--- src/tgd_pkg.sv ---
// ----------------------------------------------------------------------------
// tgd_pkg
// Shared types, register indexes, reset values and queue sizing for the
// time-of-flight hand gesture detector.
// ----------------------------------------------------------------------------
package tgd_pkg;

  localparam int DISTANCE_BITS_DEF = 13;
  localparam int CFG_DATA_W        = 16;
  localparam int CFG_INDEX_W       = 3;
  localparam int TIME_W            = 32;
  localparam int CFG_TIME_W        = 16;

  localparam int QDEPTH = 2;
  localparam int QAW    = $clog2(QDEPTH);

  localparam int RST_VALID_MIN = 40;
  localparam int RST_VALID_MAX = 1200;
  localparam int RST_ENTER     = 175;
  localparam int RST_LEAVE     = 285;
  localparam int RST_WAVE_MIN  = 60;
  localparam int RST_WAVE_MAX  = 480;
  localparam int RST_HOLD      = 560;
  localparam int RST_DOUBLE    = 620;
  localparam int UNPRIMED_MM   = 8190;

  typedef enum logic [CFG_INDEX_W-1:0] {
    REG_VALID_MIN = 3'd0,
    REG_VALID_MAX = 3'd1,
    REG_ENTER     = 3'd2,
    REG_LEAVE     = 3'd3,
    REG_WAVE_MIN  = 3'd4,
    REG_WAVE_MAX  = 3'd5,
    REG_HOLD      = 3'd6,
    REG_DOUBLE    = 3'd7
  } cfg_reg_t;

  typedef enum logic [1:0] {
    PH_IDLE    = 2'd0,
    PH_NEAR    = 2'd1,
    PH_HOLDING = 2'd2
  } phase_t;

  typedef enum logic [2:0] {
    EV_NONE       = 3'd0,
    EV_NEAR       = 3'd1,
    EV_FAR        = 3'd2,
    EV_WAVE       = 3'd3,
    EV_DOUBLE     = 3'd4,
    EV_HOLD_START = 3'd5,
    EV_HOLDING    = 3'd6,
    EV_HOLD_END   = 3'd7
  } event_t;

  typedef struct packed {
    logic [CFG_TIME_W-1:0] wave_min;
    logic [CFG_TIME_W-1:0] wave_max;
    logic [CFG_TIME_W-1:0] hold;
    logic [CFG_TIME_W-1:0] dbl;
  } tgd_times_t;

endpackage

--- src/tgd_fifo.sv ---
// ----------------------------------------------------------------------------
// tgd_fifo
// Two-entry queue with push/full and pop/empty; push and pop may share a cycle.
// ----------------------------------------------------------------------------
module tgd_fifo
  import tgd_pkg::*;
#(
  parameter int W = 8
) (
  input  logic         clk,
  input  logic         rst_n,
  input  logic         push,
  input  logic [W-1:0] wdata,
  output logic         full,
  input  logic         pop,
  output logic [W-1:0] rdata,
  output logic         empty
);

  logic [W-1:0] mem_r [QDEPTH];
  logic [QAW-1:0] wr_ptr_r, wr_ptr_nxt;
  logic [QAW-1:0] rd_ptr_r, rd_ptr_nxt;
  logic [QAW:0]   count_r, count_nxt;
  logic           do_push;
  logic           do_pop;

  assign full    = (count_r == (QAW+1)'(QDEPTH));
  assign empty   = (count_r == '0);
  assign do_push = push & ~full;
  assign do_pop  = pop & ~empty;
  assign rdata   = mem_r[rd_ptr_r];

  always_comb begin
    wr_ptr_nxt = do_push ? wr_ptr_r + 1'b1 : wr_ptr_r;
    rd_ptr_nxt = do_pop ? rd_ptr_r + 1'b1 : rd_ptr_r;
    count_nxt  = count_r;
    if (do_push && !do_pop) begin
      count_nxt = count_r + 1'b1;
    end else if (do_pop && !do_push) begin
      count_nxt = count_r - 1'b1;
    end
  end

  always_ff @(posedge clk) begin
    if (!rst_n) begin
      wr_ptr_r <= '0;
      rd_ptr_r <= '0;
      count_r  <= '0;
    end else begin
      wr_ptr_r <= wr_ptr_nxt;
      rd_ptr_r <= rd_ptr_nxt;
      count_r  <= count_nxt;
    end
  end

  always_ff @(posedge clk) begin
    if (do_push) begin
      mem_r[wr_ptr_r] <= wdata;
    end
  end

endmodule

--- src/tgd_front.sv ---
// ----------------------------------------------------------------------------
// tgd_front
// Sample front end: range check, smoothing filter and effective distance.
// ----------------------------------------------------------------------------
module tgd_front
  import tgd_pkg::*;
#(
  parameter int DISTANCE_BITS = DISTANCE_BITS_DEF
) (
  input  logic                     clk,
  input  logic                     rst_n,
  input  logic                     in_push,
  input  logic [DISTANCE_BITS-1:0] in_distance_mm,
  input  logic [TIME_W-1:0]        in_now_ms,
  output logic                     in_full,
  input  logic [DISTANCE_BITS-1:0] valid_min,
  input  logic [DISTANCE_BITS-1:0] valid_max,
  output logic                     q_push,
  output logic [2*DISTANCE_BITS+TIME_W:0] q_data,
  input  logic                     q_full
);

  localparam int DB    = DISTANCE_BITS;
  localparam int SUM_W = DB + 2;
  localparam int SHIFT = SUM_W + 1;
  localparam int PW    = SUM_W + SHIFT;
  localparam logic [PW-1:0] RECIP3 = PW'(((1 << SHIFT) + 2) / 3);

  logic [DB-1:0]    smooth_r, smooth_nxt;
  logic             primed_r, primed_nxt;
  logic             accept;
  logic             in_window;
  logic [SUM_W-1:0] sum;
  logic [PW-1:0]    prod;
  logic [DB-1:0]    quot;
  logic [DB:0]      eff_dist;

  assign accept    = in_push & ~q_full;
  assign in_full   = q_full;
  assign q_push    = in_push;
  assign in_window = (in_distance_mm >= valid_min) && (in_distance_mm <= valid_max);
  assign sum       = {1'b0, smooth_r, 1'b0} + SUM_W'(in_distance_mm);
  assign prod      = PW'(sum) * RECIP3;
  assign quot      = prod[SHIFT +: DB];

  always_comb begin
    smooth_nxt = smooth_r;
    primed_nxt = primed_r;
    eff_dist   = {1'b0, valid_max} + 1'b1;
    if (in_window) begin
      smooth_nxt = primed_r ? quot : in_distance_mm;
      primed_nxt = 1'b1;
      eff_dist   = {1'b0, smooth_nxt};
    end
  end

  assign q_data = {eff_dist, in_now_ms, smooth_nxt};

  always_ff @(posedge clk) begin
    if (!rst_n) begin
      smooth_r <= DB'(UNPRIMED_MM);
      primed_r <= 1'b0;
    end else if (accept) begin
      smooth_r <= smooth_nxt;
      primed_r <= primed_nxt;
    end
  end

endmodule

--- src/tgd_back.sv ---
// ----------------------------------------------------------------------------
// tgd_back
// Gesture phase machine: hysteresis, wave timing, hold tracking.
// ----------------------------------------------------------------------------
module tgd_back
  import tgd_pkg::*;
#(
  parameter int DISTANCE_BITS = DISTANCE_BITS_DEF
) (
  input  logic                     clk,
  input  logic                     rst_n,
  input  logic                     q_empty,
  output logic                     q_pop,
  input  logic [2*DISTANCE_BITS+TIME_W:0] q_data,
  input  logic [DISTANCE_BITS-1:0] enter_mm,
  input  logic [DISTANCE_BITS-1:0] leave_mm,
  input  tgd_times_t               times,
  output logic                     o_push,
  output logic [DISTANCE_BITS+3:0] o_data,
  input  logic                     o_full
);

  localparam int DB = DISTANCE_BITS;

  phase_t            phase_r, phase_nxt;
  logic [TIME_W-1:0] near_start_r, near_start_nxt;
  logic [TIME_W-1:0] last_wave_r, last_wave_nxt;
  event_t            ev;
  logic              step;
  logic [DB:0]       eff_mm;
  logic [TIME_W-1:0] now;
  logic [DB-1:0]     smooth;
  logic [TIME_W-1:0] elapsed;
  logic [TIME_W-1:0] gap;
  logic              leaving;
  logic              near_out;

  assign {eff_mm, now, smooth} = q_data;
  assign step    = ~q_empty & ~o_full;
  assign q_pop   = step;
  assign o_push  = step;
  assign elapsed = now - near_start_r;
  assign gap     = now - last_wave_r;
  assign leaving = eff_mm > {1'b0, leave_mm};

  always_comb begin
    phase_nxt      = phase_r;
    near_start_nxt = near_start_r;
    last_wave_nxt  = last_wave_r;
    ev             = EV_NONE;
    case (phase_r)
      PH_IDLE: begin
        if (eff_mm < {1'b0, enter_mm}) begin
          phase_nxt      = PH_NEAR;
          near_start_nxt = now;
          ev             = EV_NEAR;
        end
      end
      PH_NEAR: begin
        if (leaving) begin
          phase_nxt = PH_IDLE;
          if (elapsed >= TIME_W'(times.wave_min) && elapsed <= TIME_W'(times.wave_max)) begin
            if (gap <= TIME_W'(times.dbl)) begin
              last_wave_nxt = '0;
              ev            = EV_DOUBLE;
            end else begin
              last_wave_nxt = now;
              ev            = EV_WAVE;
            end
          end else begin
            ev = EV_FAR;
          end
        end else if (elapsed >= TIME_W'(times.hold)) begin
          phase_nxt = PH_HOLDING;
          ev        = EV_HOLD_START;
        end
      end
      PH_HOLDING: begin
        if (leaving) begin
          phase_nxt = PH_IDLE;
          ev        = EV_HOLD_END;
        end else begin
          ev = EV_HOLDING;
        end
      end
      default: begin
        phase_nxt = PH_IDLE;
      end
    endcase
  end

  assign near_out = (phase_nxt == PH_NEAR) || (phase_nxt == PH_HOLDING);
  assign o_data   = {ev, smooth, near_out};

  always_ff @(posedge clk) begin
    if (!rst_n) begin
      phase_r      <= PH_IDLE;
      near_start_r <= '0;
      last_wave_r  <= '0;
    end else if (step) begin
      phase_r      <= phase_nxt;
      near_start_r <= near_start_nxt;
      last_wave_r  <= last_wave_nxt;
    end
  end

endmodule

--- src/tof_hand_gesture_detector_top.sv ---
// ----------------------------------------------------------------------------
// tof_hand_gesture_detector_top
// Hand gesture detector for a time-of-flight distance sensor.
//
// Input channel: in_push / in_full carry one beat of {in_distance_mm,
// in_now_ms}. Result channel: out_empty / out_pop present the oldest result
// {out_gesture_event, out_filtered_distance, out_hand_near}; every input beat
// yields exactly one result beat.
// Configuration: cfg_valid / cfg_ready with cfg_index and cfg_wdata; cfg_ready
// is always high. Write only while no beat is in flight.
// Throughput is one beat per cycle while the result queue has room, set by
// the combinational filter (a multiply by the reciprocal of three) in the
// front stage and the phase machine in the back stage. An accepted beat is
// registered in the sample queue; the back stage then writes the result queue.
// Reset clears both queues, the filter (reads 8190 until the first valid
// sample), the phase machine and the registers to their defaults.
// When the receiver stalls, the result queue fills, then the sample queue,
// and in_full rises after four beats are held.
// ----------------------------------------------------------------------------
module tof_hand_gesture_detector_top
  import tgd_pkg::*;
#(
  parameter int DISTANCE_BITS = DISTANCE_BITS_DEF
) (
  input  logic                     clk,
  input  logic                     rst_n,
  input  logic                     in_push,
  output logic                     in_full,
  input  logic [DISTANCE_BITS-1:0] in_distance_mm,
  input  logic [TIME_W-1:0]        in_now_ms,
  output logic                     out_empty,
  input  logic                     out_pop,
  output logic [2:0]               out_gesture_event,
  output logic [DISTANCE_BITS-1:0] out_filtered_distance,
  output logic                     out_hand_near,
  input  logic                     cfg_valid,
  output logic                     cfg_ready,
  input  logic [CFG_INDEX_W-1:0]   cfg_index,
  input  logic [CFG_DATA_W-1:0]    cfg_wdata
);

  localparam int DB  = DISTANCE_BITS;
  localparam int QW  = 2*DB + TIME_W + 1;
  localparam int OW  = DB + 4;

  logic [DB-1:0] valid_min_r, valid_max_r, enter_r, leave_r;
  tgd_times_t    times_r;

  logic          q_push, q_full, q_pop, q_empty;
  logic [QW-1:0] q_wdata, q_rdata;
  logic          o_push, o_full;
  logic [OW-1:0] o_wdata, o_rdata;

  assign cfg_ready = 1'b1;

  always_ff @(posedge clk) begin
    if (!rst_n) begin
      valid_min_r      <= DB'(RST_VALID_MIN);
      valid_max_r      <= DB'(RST_VALID_MAX);
      enter_r          <= DB'(RST_ENTER);
      leave_r          <= DB'(RST_LEAVE);
      times_r.wave_min <= CFG_TIME_W'(RST_WAVE_MIN);
      times_r.wave_max <= CFG_TIME_W'(RST_WAVE_MAX);
      times_r.hold     <= CFG_TIME_W'(RST_HOLD);
      times_r.dbl      <= CFG_TIME_W'(RST_DOUBLE);
    end else if (cfg_valid) begin
      case (cfg_index)
        REG_VALID_MIN: valid_min_r      <= cfg_wdata[DB-1:0];
        REG_VALID_MAX: valid_max_r      <= cfg_wdata[DB-1:0];
        REG_ENTER:     enter_r          <= cfg_wdata[DB-1:0];
        REG_LEAVE:     leave_r          <= cfg_wdata[DB-1:0];
        REG_WAVE_MIN:  times_r.wave_min <= cfg_wdata;
        REG_WAVE_MAX:  times_r.wave_max <= cfg_wdata;
        REG_HOLD:      times_r.hold     <= cfg_wdata;
        REG_DOUBLE:    times_r.dbl      <= cfg_wdata;
        default: begin
        end
      endcase
    end
  end

  tgd_front #(
    .DISTANCE_BITS (DB)
  ) u_front (
    .clk            (clk),
    .rst_n          (rst_n),
    .in_push        (in_push),
    .in_distance_mm (in_distance_mm),
    .in_now_ms      (in_now_ms),
    .in_full        (in_full),
    .valid_min      (valid_min_r),
    .valid_max      (valid_max_r),
    .q_push         (q_push),
    .q_data         (q_wdata),
    .q_full         (q_full)
  );

  tgd_fifo #(
    .W (QW)
  ) u_sample_q (
    .clk   (clk),
    .rst_n (rst_n),
    .push  (q_push),
    .wdata (q_wdata),
    .full  (q_full),
    .pop   (q_pop),
    .rdata (q_rdata),
    .empty (q_empty)
  );

  tgd_back #(
    .DISTANCE_BITS (DB)
  ) u_back (
    .clk      (clk),
    .rst_n    (rst_n),
    .q_empty  (q_empty),
    .q_pop    (q_pop),
    .q_data   (q_rdata),
    .enter_mm (enter_r),
    .leave_mm (leave_r),
    .times    (times_r),
    .o_push   (o_push),
    .o_data   (o_wdata),
    .o_full   (o_full)
  );

  tgd_fifo #(
    .W (OW)
  ) u_result_q (
    .clk   (clk),
    .rst_n (rst_n),
    .push  (o_push),
    .wdata (o_wdata),
    .full  (o_full),
    .pop   (out_pop),
    .rdata (o_rdata),
    .empty (out_empty)
  );

  assign {out_gesture_event, out_filtered_distance, out_hand_near} = o_rdata;

endmodule
--- config.mk ---
export PLATFORM = sky130hd
export DESIGN_NAME = tof_hand_gesture_detector_top
export DESIGN_NICKNAME = d
export VERILOG_FILES = /design/src/tgd_pkg.sv /design/src/tgd_fifo.sv /design/src/tgd_front.sv /design/src/tgd_back.sv /design/src/tof_hand_gesture_detector_top.sv
export SDC_FILE = /design/constraint.sdc
export NUM_CORES = 1
export LEC_CHECK = 0
export ABC_AREA = 1
export CORE_UTILIZATION = 35
export DETAILED_ROUTE_END_ITERATION = 8
export DONT_BUFFER_PORTS = 1
export HOLD_SLACK_MARGIN = 0.05
export PLACE_DENSITY_LB_ADDON = 0.05
export SYNTH_ARGS = -nofsm -noshare
export SYNTH_HDL_FRONTEND = slang
export SYNTH_HIERARCHICAL = 1
export SYNTH_SLANG_ARGS = --single-unit
--- constraint.sdc ---
create_clock -name clk -period 8.02 [get_ports clk]
set_input_delay 0.401 -clock clk [delete_from_list [all_inputs] [get_ports clk]]
set_output_delay 0.401 -clock clk [all_outputs]
set_load 0.01 [all_outputs]
# Word-level counts from Yosys, hierarchy flattened
# Memories as Yosys holds them, arrays and structs flattened. A register that Yosys moved wholly into a read port is not among the register bits.
# Cells that the tools add are included.
# word_totals
reg_bits	204
mem_bits_rw	152
out_inout_bits	20
wordCells	120
n_memories	2
# classes
add_sub_neg	12
n_mul	1
magnitude_cmp	8
eq_ne	13
n_mux	28
bitwise_logic	9
n_reduce_logical	28
# memory_table
name	words	width	rd	rd_ports_with_merged_regs	write_ports	line_no	rtl
u_sample_q.mem_r	2	59	1	1	1	tgd_fifo.sv:20	logic [W-1:0] mem_r [QDEPTH];
u_result_q.mem_r	2	17	1	1	1	tgd_fifo.sv:20	
# ops
op	n
greater-or-equal comparator 32 x 16 -> 1 bit	2
<= comparator 32 x 16 -> 1 bit	2
subtractor 32 bit	2
two-way mux 32 bit	1
multiplier 15 x 14 -> 28 bit (second input constant)	1
two-way mux 13 bit	2
AND reduction 2 bit	9
two-way mux 2 bit	8
adder 14 x 13 -> 15 bit	1
adder 13 x 1 -> 14 bit (second input constant)	1
> comparator 14 x 13 -> 1 bit	1
less-than comparator 14 x 13 -> 1 bit	1
two-way mux 14 bit	1
greater-or-equal comparator 13 bit	1
<= comparator 13 bit	1
== test 3 bit (second input constant)	4
two-way mux 3 bit	4
two-way mux 1 bit	10
case mux 3 bit (3 select lines)	1
== test 2 bit (second input constant)	4
== test 3 x 2 -> 1 bit (second input constant)	2
logical AND 1 bit	6
zero test 2 bit	3
case mux 2 bit (3 select lines)	1
13 further kinds	30

# Logic depth before layout (Yosys ltp)
# logic_depth
word_depth	8
depth_mapped	36
ltp_nobuf	36

# Hierarchy
# Netlist, hierarchy kept.
# by_module_without_submodules
mod	instances	cells_each	area_per_inst_um2	seq_area_each_um2
tgd_back	1	1647	9664.3	1321.3
tgd_front	1	1068	6974.2	280.3
tgd_fifo at u_sample_q	1	222	4544.4	3643.5
tof_hand_gesture_detector_top	1	634	4443.0	2322.2
tgd_fifo at u_result_q	1	91	1526.5	1121.1

# Worst setup path before layout
# Ideal clock, no wire load.
# synth_timing
path_kind	input port to flip-flop
from	input in_distance_mm[1]
to	memory u_sample_q/mem_r[0][45] (netlist name), data pin
setup_time_ns	0.270
arrival_time_ns	5.526
t_required_ns	7.750
slack_ns	2.224
path_stages	27
n_path_buf	0
cell_sequence	ha_1 > inv_1 > fa_1 > o21ai_1 > xor2_1 > ha_1 > ha_1 > inv_1 > fa_1 > inv_1 > fa_1 > fa_1 > inv_1 > fa_1 > inv_1 > ha_1 > nand2_1 > nor2_1 > inv_1 > nor2_1 > nor2_1 > nand2_1 > nand2_1 > nand3_1 > nand2_1 > nand2_1 > o21ai_0
# synth_between
elab_chain_len	4
# synth_lines
item	line_no	rtl
start: declaration	tof_hand_gesture_detector_top.sv:29	input logic [DISTANCE_BITS-1:0] in_distance_mm,
adder 14 x 13 -> 15 bit	tgd_front.sv:42	assign sum = {1'b0, smooth_r, 1'b0} + SUM_W'(in_distance_mm);
multiplier 15 x 14 -> 28 bit	tgd_front.sv:43	assign prod = PW'(sum) * RECIP3;
two-way mux 13 bit	tgd_front.sv:51	smooth_nxt = primed_r ? quot : in_distance_mm;
two-way mux 14 bit *	tgd_front.sv:50	if (in_window) begin
via q_wdata[45]	tof_hand_gesture_detector_top.sv:50	logic [QW-1:0] q_wdata, q_rdata;
end: declaration	tgd_fifo.sv:20	
# Mark *: on every way through the listed nets, which the timed path passes. The rest lies on a longest branch.

# Final worst setup path
# layout_timing
from	register u_front.smooth_r[0]
to	memory u_sample_q/mem_r[1][47] (netlist name), data pin
# layout_between
elab_chain_len	4
# layout_lines
item	line_no	rtl
start: declaration	tgd_front.sv:29	logic [DB-1:0] smooth_r, smooth_nxt;
start signal: assignment	tgd_front.sv:61	smooth_r <= DB'(UNPRIMED_MM);
start signal: assignment	tgd_front.sv:64	smooth_r <= smooth_nxt;
adder 14 x 13 -> 15 bit	tgd_front.sv:42	
multiplier 15 x 14 -> 28 bit	tgd_front.sv:43	
two-way mux 13 bit	tgd_front.sv:51	
two-way mux 14 bit	tgd_front.sv:50	
via q_wdata[47]	tof_hand_gesture_detector_top.sv:50	
# The timed path passes the listed nets, and every way through them passes these cells.

==> reports/qor.csv <==
stage,metric,value,unit
setup_path,timing.rr.start,u_front/smooth_r[0],
logic_synthesis,mappedNetlistArea,27200,sq um
sta,hold_viol_final,0,
sta,worstMarginPinSlew,1.19,ns
finish,fin_cells,4715,
setup_path,reg2reg_depth,28,
setup_path,crit_type,flip-flop to flip-flop,
placement,dp_hpwl,69700,um
flow_run,max_cap_violations,0,
logic_synthesis,syn_nets,4072,
sta,drv_slew,0,
setup_path,crit_arrival,7.03,ns
clock_network,cts_buffers,44,
routing,post_drt_wl_per_cell,18.9,um
routing,wl,89200,um
sta,max-slew-margin-rel,20.3,%
sta,post-route-period-util,84.3,%
die,die-height,281,um
global_route,grt_use_total,22.8,%
setup_path,cp-end-kind,flip-flop,
setup_path,critPathTopFamily,adder cells,
logic_synthesis,synthCells,3662,
clock_network,cts_sinks,358,
die,start_util,35.6,%
logic_synthesis,synth.ff_latch_count,358,
routing,maxUsedRoutingLayer,met4,
routing,drc,0,
routing,dr_wl_met2,41600,um
clock_network,clkLatencyLatePin,0.59,ns
finish,nets,4061,
worst_hold_path,min_path_cells,4,
setup_path,start_kind,flip-flop,
die,rows,101,
setup_path,r2r-end,u_sample_q/mem_r[1][47],
worst_hold_path,hold_path.class,input pin to flip-flop,
die,dieArea,78700,sq um
routing,route.met3.wl,3480,um
sta,rsz0062_at_grt,no,
worst_hold_path,hp-start,cfg_wdata[13],
routing,drtIter0Drc,1328,
setup_path,cp_max_fo,4,
worst_hold_path,worstHoldEndpoint,times_r[13],
placement,placed_cells,4584,
setup_path,cp_slowest_stage_delay,0.55,ns
sta,clock.fmax,0.148,GHz
placement,gp_congestion,0.876,
sta,finClkSkew,0.0344,ns
setup_path,path_buf_inv,7,
finish,final_cell_mix,"nand2_1, inv_1, nor2_1",
sta,setup_viol,0,
die,dieWidth,281,um
setup_path,startpoint,u_front/smooth_r[0],
logic_synthesis,yosysUniqueCellTypes,57,
clock_network,cts_tree,built,
global_route,grt_overflow_total,0,
logic_synthesis,yosysWarnings,6,
logic_synthesis,synth_area_leaders,"edfxtp_1, dfxtp_1, ha_1",
setup_path,crit_required,8.29,ns
finish,drive_gt1_share,6.81,%
clock_network,cts-root-buf,clkbuf_16,
routing,ant_nets,0,
global_route,grt_pass1_vias,22300,
sta,period_minus_slack,6.76,ns
global_route,grt_max_degree,99,
routing,vias,22877,
finish,area_growth,9.84,%
logic_synthesis,synth_top_area_share,16.8,%
logic_synthesis,yosys.area.top_type,edfxtp_1,
clock_network,path_clk_slew,0.06,ns
placement,port_buffers,0,
setup_path,path_common_cell,nand2_1,
die,core_area,76300,sq um
setup_path,slowest_stage,fa_1,
global_route,grt_pass1_wl,136000,um
setup_path,r2r_slack,1.26,ns
logic_synthesis,syn_avg_cell_area,7.41,sq um
finish,diodes,0,
status,status,"complete, no violations",
global_route,grt_antenna_before_repair,1,
die,ioPinCount,89,
routing,avgViaCountPerCell,4.85,
finish,mostFrequentLayoutCell,nand2_1,
sta,totalNegativeSetupSlack,0,ns
routing,m1WireLength,42800,um
clock_network,cts.path.max_buffers,3,
clock_network,cts-htree-levels,2,
logic_synthesis,ys_seq_area_share,32.0,%
routing,first_pass_iters,6,
## registers in the layout, indices dropped and copies added, names as in the netlist, 2 cells and up, named ones only
| signal | flops |
|---|---|
| enter_r | 13 |
| u_result_q/mem_r | 34 |
| u_result_q/count_r | 2 |
| u_front/smooth_r | 13 |
| u_back/near_start_r | 32 |
| u_sample_q/count_r | 2 |
| valid_max_r | 13 |
| u_sample_q/mem_r | 118 |
| u_back/phase_r | 2 |
| valid_min_r | 13 |
| leave_r | 13 |
| times_r | 64 |
| u_back/last_wave_r | 32 |
## routing by layer
layer  GRT usage (%)  vias to the layer above
met3            2.42                       73
met5               0                        -
met2            38.3                      433
met1            31.6                    10774
li1                -                    11597
met4            3.99                        0
## worst reg2reg max path: cells and delay by family, from the launching register on
kind	cells	cell delay, ns
AO/OA/AOI/OAI	2	0.39
XOR/XNOR	2	0.75
adder cells (fa/ha/maj)	9	3.75
buffers and inverters	7	0.47
flip-flops	1	0.42
AND/OR/NAND/NOR	8	0.66
## metrics by stage
step	hold slack (ns)	utilization, %	cell area, sq um	setup slack (ns)
after floorplan	0.429	-	27200	2.22
after global placement	0.443	36.4	27800	1.34
after detailed placement	0.449	36.4	27800	1.23
after CTS	0.0686	39.1	29800	1.21
after global routing	0.0911	39.1	29800	0.808
final	0.105	39.1	29800	1.26
## kinds of logic (layout without fill, tap and decap cells)
logic type                 after synthesis  count (layout)  synth area share (%)
and+or+nand+nor                       1719            1719                  26.6
buffers and inverters                  754             777                  11.7
DFF                                    358             358                  32.0
AOI/OAI and AO/OA                      353             353                  7.00
adders and majority gates              341             341                  17.2
muxes                                   76              76                  3.43
xor gates and xnor gates                60              60                  2.06
other                                    1               1                0.0138
## final cells by class
| class | count | area [sq um] |
|---|---|---|
| clock buffers | 60 | 1260 |
| clock inverters | 20 | 218 |
| fillers | 8147 | 46500 |
| inverters | 627 | 2350 |
| multi-input cells | 2550 | 15300 |
| flip-flops and latches | 358 | 8690 |
| well taps | 1030 | 1290 |
| repair buffers | 70 | 688 |
## worst max-delay path by stage
| stage | to | slack [ns] | cells after the start |
|---|---|---|---|
| finish | u_sample_q/mem_r[1][47] | 1.26 | 28 |
| global placement | u_sample_q/mem_r[0][47] | 1.34 | 25 |
| floorplan | u_sample_q/mem_r[0][45] | 2.22 | 27 |
| global route | u_sample_q/mem_r[1][47] | 0.81 | 28 |
| CTS | u_sample_q/mem_r[1][47] | 1.21 | 28 |
| detailed placement | u_sample_q/mem_r[1][47] | 1.23 | 28 |
## cells in the mapped netlist, drive strengths merged
library cell and instances:
a31oi 1, clkbuf 24, a21oi 212, buf 103, o21ai 99, ha 286, nand4 31, and3 2
or2 1, a21boi 1, xor2 47, inv 626, o2111ai 1, dfxtp 206, nor3 33, a31o 1
a211oi 4, fa 55, o21bai 18, o221ai 2, nand2 973, o21a 2, clkinv 1, nand3b 10
conb 1, o31ai 4, o211ai 1, a21o 7, mux2 76, nor4 2, and2 3, nand3 258
edfxtp 152, xnor2 13, nor2 406
## what timing repair did
action / in CTS / in global routing
gates resized for setup: 0 / 0
setup endpoints to repair: 0 / 0
setup buffers: 0 / 0
hold endpoints to repair: 136 / 0
hold buffers: 51 / 0
Power is left out: the tool's default activity adds up to more than one toggle a clock period on the data nets, which glitch-free logic cannot reach.
